$ cat src/rtl/idsd_pkg.sv
`default_nettype none

package idsd_pkg;

  localparam int unsigned YearW  = 14;
  localparam int unsigned MonthW = 4;
  localparam int unsigned DayW   = 5;
  localparam int unsigned DnumW  = 23;  // day number, year offset by 400
  localparam int unsigned CountW = 22;

  localparam logic [MonthW-1:0] MonJan = 4'd1;
  localparam logic [MonthW-1:0] MonFeb = 4'd2;
  localparam logic [MonthW-1:0] MonMar = 4'd3;
  localparam logic [MonthW-1:0] MonDec = 4'd12;

  localparam logic [CountW-1:0] CountMax = {CountW{1'b1}};

  typedef logic [DnumW-1:0] dnum_t;

  // days before the 1st of each month, counted from March 1
  function automatic logic [8:0] month_offset(input logic [MonthW-1:0] m);
    logic [8:0] r;
    unique case (m)
      4'd1:    r = 9'd306;
      4'd2:    r = 9'd337;
      4'd3:    r = 9'd0;
      4'd4:    r = 9'd31;
      4'd5:    r = 9'd61;
      4'd6:    r = 9'd92;
      4'd7:    r = 9'd122;
      4'd8:    r = 9'd153;
      4'd9:    r = 9'd184;
      4'd10:   r = 9'd214;
      4'd11:   r = 9'd245;
      default: r = 9'd275;
    endcase
    return r;
  endfunction

  function automatic logic [DayW-1:0] month_len(input logic [MonthW-1:0] m);
    logic [DayW-1:0] r;
    unique case (m)
      4'd2:                      r = 5'd28;
      4'd4, 4'd6, 4'd9, 4'd11:   r = 5'd30;
      default:                   r = 5'd31;
    endcase
    return r;
  endfunction

  function automatic logic [MonthW-1:0] fix_month(input logic [MonthW-1:0] m);
    logic [MonthW-1:0] r;
    if (m < MonJan) begin
      r = MonJan;
    end else if (m > MonDec) begin
      r = MonDec;
    end else begin
      r = m;
    end
    return r;
  endfunction

endpackage

`default_nettype wire

$ cat src/rtl/inclusive_date_span_days.sv
`default_nettype none

// Inclusive Gregorian date span.
// Input channel (in_valid/in_ready) carries a start date and an optional end
// date; with end_given low the end is the last day of the start month.
// Output channel (out_valid/out_ready) returns day_count, both ends counted,
// or 0 with order_error set when the end lies before the start.
// Three register stages: input register, day-number register, result
// register, passed in that order on the way to out_valid.
// One item per cycle while out_ready is high; each stage moves whenever the
// stage after it is empty or moving, so bubbles are squeezed out.
// When the receiver stalls, the result holds and the stages behind it fill;
// in_ready drops once all three stages hold an item.
// Counts above 4194303 saturate there.
// Reset empties all stages; no item is lost or repeated across a stall.
module inclusive_date_span_days (
  input  wire logic                         clk,
  input  wire logic                         rst,
  input  wire logic                         in_valid,
  output      logic                         in_ready,
  input  wire logic [idsd_pkg::YearW-1:0]   start_year,
  input  wire logic [idsd_pkg::MonthW-1:0]  start_month,
  input  wire logic [idsd_pkg::DayW-1:0]    start_day,
  input  wire logic                         end_given,
  input  wire logic [idsd_pkg::YearW-1:0]   end_year,
  input  wire logic [idsd_pkg::MonthW-1:0]  end_month,
  input  wire logic [idsd_pkg::DayW-1:0]    end_day,
  output      logic                         out_valid,
  input  wire logic                         out_ready,
  output      logic [idsd_pkg::CountW-1:0]  day_count,
  output      logic                         order_error
);

  // stage 0: input register
  logic                          v0;
  logic [idsd_pkg::YearW-1:0]    sy0, ey0;
  logic [idsd_pkg::MonthW-1:0]   sm0, em0;
  logic [idsd_pkg::DayW-1:0]     sd0, ed0;
  logic                          eg0;

  // stage 1: day numbers
  logic                          v1;
  idsd_pkg::dnum_t               s1, e1;

  logic en0, en1, en2;

  assign en2      = !out_valid || out_ready;
  assign en1      = !v1 || en2;
  assign en0      = !v0 || en1;
  assign in_ready = en0;

  always_ff @(posedge clk) begin
    if (rst) begin
      v0 <= 1'b0;
    end else if (en0) begin
      v0 <= in_valid;
    end
    if (en0 && in_valid) begin
      sy0 <= start_year;
      sm0 <= start_month;
      sd0 <= start_day;
      eg0 <= end_given;
      ey0 <= end_year;
      em0 <= end_month;
      ed0 <= end_day;
    end
  end

  logic [idsd_pkg::MonthW-1:0] smf, emf, em_sel;
  logic [idsd_pkg::YearW-1:0]  ey_sel;
  logic [idsd_pkg::DayW-1:0]   ed_sel;
  idsd_pkg::dnum_t             s_num, e_num;

  always_comb begin
    smf = idsd_pkg::fix_month(sm0);
    emf = idsd_pkg::fix_month(em0);
    if (eg0) begin
      ey_sel = ey0;
      em_sel = emf;
      ed_sel = ed0;
    end else if (smf == idsd_pkg::MonFeb) begin
      // last day of February is "day 0" of March, leap or not
      ey_sel = sy0;
      em_sel = idsd_pkg::MonMar;
      ed_sel = '0;
    end else begin
      ey_sel = sy0;
      em_sel = smf;
      ed_sel = idsd_pkg::month_len(smf);
    end
  end

  idsd_day_num u_start (
    .year  (sy0),
    .month (smf),
    .day   (sd0),
    .dnum  (s_num)
  );

  idsd_day_num u_end (
    .year  (ey_sel),
    .month (em_sel),
    .day   (ed_sel),
    .dnum  (e_num)
  );

  always_ff @(posedge clk) begin
    if (rst) begin
      v1 <= 1'b0;
    end else if (en1) begin
      v1 <= v0;
    end
    if (en1 && v0) begin
      s1 <= s_num;
      e1 <= e_num;
    end
  end

  // stage 2: difference, saturation
  logic [idsd_pkg::DnumW:0]    span;
  logic [idsd_pkg::CountW-1:0] count_next;
  logic                        err_next;

  always_comb begin
    span     = {1'b0, e1} - {1'b0, s1} + 24'd1;
    err_next = (e1 < s1);
    if (err_next) begin
      count_next = '0;
    end else if (span > 24'(idsd_pkg::CountMax)) begin
      count_next = idsd_pkg::CountMax;
    end else begin
      count_next = span[idsd_pkg::CountW-1:0];
    end
  end

  always_ff @(posedge clk) begin
    if (rst) begin
      out_valid <= 1'b0;
    end else if (en2) begin
      out_valid <= v1;
    end
    if (en2 && v1) begin
      day_count   <= count_next;
      order_error <= err_next;
    end
  end

  a_err_zero: assert property (@(posedge clk) disable iff (rst)
    (out_valid && order_error) |-> (day_count == '0))
    else $error("order error with nonzero count");

  a_count_nonzero: assert property (@(posedge clk) disable iff (rst)
    (out_valid && !order_error) |-> (day_count != '0))
    else $error("ordered dates gave zero count");

  a_full_stall: assert property (@(posedge clk) disable iff (rst)
    !in_ready |-> (v0 && v1 && out_valid && !out_ready))
    else $error("input stalled while pipeline not full");

  a_accept_lands: assert property (@(posedge clk) disable iff (rst)
    (in_valid && in_ready) |=> v0)
    else $error("accepted item missing from input stage");

endmodule

`default_nettype wire

$ cat src/rtl/idsd_day_num.sv
`default_nettype none

// Closed-form day number with a March-based year.
module idsd_day_num (
  input  wire logic [idsd_pkg::YearW-1:0]  year,
  input  wire logic [idsd_pkg::MonthW-1:0] month,
  input  wire logic [idsd_pkg::DayW-1:0]   day,
  output idsd_pkg::dnum_t                  dnum
);

  // floor(x/25) = (x * 41944) >> 20, exact for x below 43690
  localparam logic [15:0] Recip25 = 16'd41944;

  logic [14:0] yy;
  logic [12:0] q4;
  logic [27:0] prod;
  logic [7:0]  q100;
  logic [5:0]  q400;

  always_comb begin
    yy   = 15'(year) + 15'd400 - ((month <= idsd_pkg::MonFeb) ? 15'd1 : 15'd0);
    q4   = yy[14:2];
    prod = 28'(q4) * 28'(Recip25);
    q100 = prod[27:20];
    q400 = q100[7:2];
    dnum = idsd_pkg::DnumW'(yy * 23'd365) + idsd_pkg::DnumW'(q4)
         - idsd_pkg::DnumW'(q100) + idsd_pkg::DnumW'(q400)
         + idsd_pkg::DnumW'(idsd_pkg::month_offset(month))
         + idsd_pkg::DnumW'(day);
  end

endmodule

`default_nettype wire

$ cat config.mk
export PLATFORM = sky130hd
export DESIGN_NAME = inclusive_date_span_days
export DESIGN_NICKNAME = d
export VERILOG_FILES = /design/src/rtl/idsd_pkg.sv /design/src/rtl/inclusive_date_span_days.sv /design/src/rtl/idsd_day_num.sv
export SDC_FILE = /design/constraint.sdc
export NUM_CORES = 1
export LEC_CHECK = 0
export ABC_CLOCK_PERIOD_IN_PS = 14900
export BUFFER_PORTS_ARGS = -buffer_cell sky130_fd_sc_hd__buf_2
export CORE_ASPECT_RATIO = 1.2
export CORE_MARGIN = 8
export CORE_UTILIZATION = 50
export CTS_CLUSTER_DIAMETER = 120
export CTS_CLUSTER_SIZE = 24
export DETAILED_ROUTE_END_ITERATION = 7
export GPL_ROUTABILITY_DRIVEN = 0
export PLACE_DENSITY = 0.66
export SYNTH_ARGS = -nofsm -noshare
export SYNTH_HDL_FRONTEND = slang
export SYNTH_HIERARCHICAL = 1
export SYNTH_SLANG_ARGS = --single-unit
$ cat constraint.sdc
create_clock -name clk -period 14.9 [get_ports clk]
set_input_delay 2.98 -clock clk [delete_from_list [all_inputs] [get_ports clk]]
set_output_delay 2.98 -clock clk [all_outputs]
set_load 0.02 [all_outputs]
==> results.md <==
* First-pass iteration count of the detailed router at 5
* Worst flop-to-flop path startpoint: sm0[2]$_DFFE_PP_
* Postcts setup bufs at 0
* Critical path endpoint: s1[15]$_DFFE_PP_
* Post-synth net total at 3048
* Port Buf Inserts at between 70 and 80
* Synthesized cell area at about 23000 um2
* XOR/XNOR Fraction of Synth Area at approximately 4.7%
* Routed Antenna Nets at 0
* Fin crit share at 93.37%
* Detailed Route WL at about 50000 um
* Final Hold Viols at 0
* Worst Path Max Fanout at 18
* IO Count at between 70 and 80
* Synthesized area per cell at ~10 um2
* Critical path required time at roughly 15000 ps
* Crit path DAT at between 10000 and 15000 ps
* DP Wirelength at 45230 um
* Setup crit start kind: register
* Post-synth EDFFs at roughly 120
* Clock latency on the worst-skew pair at approximately 440 ps
* # setup viols final at 0
* Clk root buf: clkbuf_16
* Vias at between 15000 and 20000
* Max clock buf depth at 2
* Seq/Total Area, Yosys at roughly 16%
* Post-route minimum period at about 14000 ps
* Post-synthesis mux area share at about 1.2%
* Critical Path Slowest Stage Cell: xor2_1
* DR WL/cell at between 15 and 20 um
* MaxCap Viol Count at 0
* Largest net degree at the start of global routing at 48
* Compound-Gate Fraction of Synth Area at 10.49%
* Die H at 249.4 um
* Worst slew margin at a little under a fifth
* Area grow syn2layout at 8.037%
* CTS tree: built
* Post-route DRC at 0
* Post-synth cell types at slightly below 80
* Count of pins over their slew limit at 0
* Die X at roughly 210 um
* Core Region at around 45000 um2
* Main synth FF type: edfxtp_1
* Number of global-route vias before repair at 17190
* Crit Path Category: reg -> reg
* Crit. Startpoint: sm0[2]$_DFFE_PP_
* Nets at roughly 3100
* CP dominant cell by count: fa_1
* Min-delay worst type: reg -> reg
* Reg clk slew, reported paths at roughly 60 ps
* # rows at between 80 and 90
* Synth Area in Simple Gates at under 10%
* RSZ-0062 raised after global routing: false
* Seq cells post-synth at ~120
* Fin Clk Skew at between 10 and 15 ps
* Via density at 5.288
* Status: complete, no violations
* Post-synth ARST share at 0%
* Adder-Cell Fraction of Synth Area at approximately 52%
* Main combinational cell family by area after synthesis: adder cells
* Worst setup EP type: register
* First-pass GRT wire length at about 86000 um
* Synth Instances at 2233
* Worst-Margin Slew at around 1200 ps
* Fillers at about 4000
* Clock sinks at between 100 and 150
* Fmax at just over 70 MHz
* All-Layer GR Usage at around a fifth
* Leftover overflow at the end of global routing at 0
* Initial antenna violation count at 1
* Worst R2R Setup Slack at approximately 990 ps
* Hold-fix buffers at CTS at 0
* Initial Util at between 50% and 60%
* TritonCTS Buffers at 17
* Largest stage delay, worst path at roughly 780 ps
* H-Tree Level Count at 4
* Drt first-iter violations at between 600 and 700
* Die area at between 50000 and 60000 um2
* Layout cells sized above 1 at between 8 and 9%
* Setup total negative slack at 0 ps
* Reg2Reg Capture Point: s1[15]$_DFFE_PP_
* Reg2reg path depth at between 40 and 50
* Post-CTS sizing at 0
* Synth warnings at 6
## cell usage in the layout, fill, tap and decap left out, types with 17 or more instances in the layout
master and count:
a21oi_1 92, nand3_1 21, buf_2 75, mux2_2 17, xnor2_1 82, nor3_1 18
ha_1 451, o21a_1 18, inv_1 581, clkbuf_16 17, xor2_1 35, fa_1 313
a21o_1 39, buf_4 25, nand2_1 58, a31oi_1 29, o21ai_0 50, edfxtp_1 116
nor2_1 90
## flip-flops by register name, indices dropped and copies added, names as in the netlist
signal       cells
day_count       22
e1              23
ed0              5
eg0              1
em0              4
ey0             14
order_error      1
out_valid        1
s1              23
sd0              5
sm0              4
sy0             14
v0               1
v1               1
## metal layers
layer	vias up	part of all wire, %	track usage (%)
li1	7478	-	-
met1	7709	40	23.17
met2	298	52	38.09
met3	115	2.5	2.019
met4	0	4.7	9.748
met5	-	0	0
## metrics by stage
step / hold WS (ps) / setup slack [ps] / std cells / utilization (%) / area, um2
final: 559.2 / 988.1 / 2950 / 54.64 / 24520
after detailed placement: 552.1 / 1007 / 2918 / 53.38 / 23960
after floorplan: 475.6 / 2732 / 2233 / - / 22700
after global placement: 545.0 / 1449 / 2918 / 53.38 / 23960
after CTS: 562.9 / 985.8 / 2949 / 54.64 / 24520
after global routing: 594.2 / 71.13 / 2950 / 54.64 / 24520
## Yosys cell counts (3+ instances only)
| cell type | number | area, um2 |
|---|---|---|
| a21o_1 | 39 | 292.8 |
| nor2b_1 | 14 | 87.58 |
| a21boi_0 | 6 | 45.04 |
| clkbuf_1 | 16 | 60.06 |
| mux2_2 | 17 | 191.4 |
| nand4_1 | 8 | 50.05 |
| o22ai_1 | 4 | 25.02 |
| nand3_1 | 21 | 105.1 |
| inv_1 | 581 | 2181 |
| xnor2_1 | 83 | 727.0 |
| o21bai_1 | 13 | 97.59 |
| nor2_1 | 90 | 337.8 |
| nand2_1 | 58 | 217.7 |
| o31ai_1 | 9 | 67.56 |
| a41o_1 | 3 | 30.03 |
| dfxtp_1 | 3 | 60.06 |
| or3_1 | 5 | 31.28 |
| nor4b_1 | 3 | 26.28 |
| a31oi_1 | 30 | 187.7 |
| or2_2 | 11 | 68.82 |
| ha_1 | 451 | 5643 |
| a211oi_1 | 12 | 90.09 |
| a21oi_1 | 92 | 460.4 |
| buf_2 | 4 | 20.02 |
| nor3b_1 | 4 | 30.03 |
| o21ai_0 | 50 | 250.2 |
| mux2i_1 | 8 | 80.08 |
| fa_1 | 313 | 6266 |
| edfxtp_1 | 116 | 3483 |
| nor3_1 | 18 | 90.09 |
| xor2_1 | 35 | 306.5 |
| a211o_1 | 5 | 43.79 |
| a31oi_2 | 11 | 137.6 |
| nand2b_1 | 11 | 68.82 |
| o21a_1 | 18 | 135.1 |
| o211ai_1 | 13 | 97.59 |
## worst max-delay path, delay by kind of cell (launching register included)
kind	cells	cell delay, ps
and+or+nand+nor	4	960
DFF	1	710
buffers and inverters	8	720
xor gates and xnor gates	2	950
AOI/OAI and AO/OA	18	3560
adders and majority gates	17	6810
## cells by family (layout without fill, tap and decap cells)
logic type / after synthesis / after routing
AOI/OAI and AO/OA: 344 / 344
xor gates and xnor gates: 119 / 119
adders and majority gates: 764 / 764
buffers and inverters: 605 / 712
DFF: 119 / 119
muxes: 25 / 25
other: 0 / 1
and+or+nand+nor: 257 / 257
## worst min path at each step
stage	start	to	slack, ps	depth (start not counted)
final	v0$_SDFFE_PP0N_	v1$_SDFFE_PP0P_	560	2
after global routing	v0$_SDFFE_PP0N_	v1$_SDFFE_PP0P_	590	2
after CTS	v0$_SDFFE_PP0N_	v1$_SDFFE_PP0P_	560	2
after detailed placement	v0$_SDFFE_PP0N_	v1$_SDFFE_PP0P_	550	2
after global placement	v0$_SDFFE_PP0N_	v1$_SDFFE_PP0P_	550	2
after floorplan	v0$_SDFFE_PP0N_	v1$_SDFFE_PP0P_	480	2
## area by class of cell
cell class,count,area [um2],share of cell area [%]
Timing Repair Buffer,100,563.0,2.296
Antenna cell,1,2.502,0.01020
Multi-Input combinational cell,1509,16910,68.95
Inverter,581,2181,8.893
Clock inverter,11,126.4,0.5153
Clock buffer,20,436.7,1.781
Tap cell,609,762.0,3.107
Sequential cell,119,3543,14.45
Power is not shown: default switching activity piles up to over one toggle a cycle in this logic, so the estimate is an artifact.
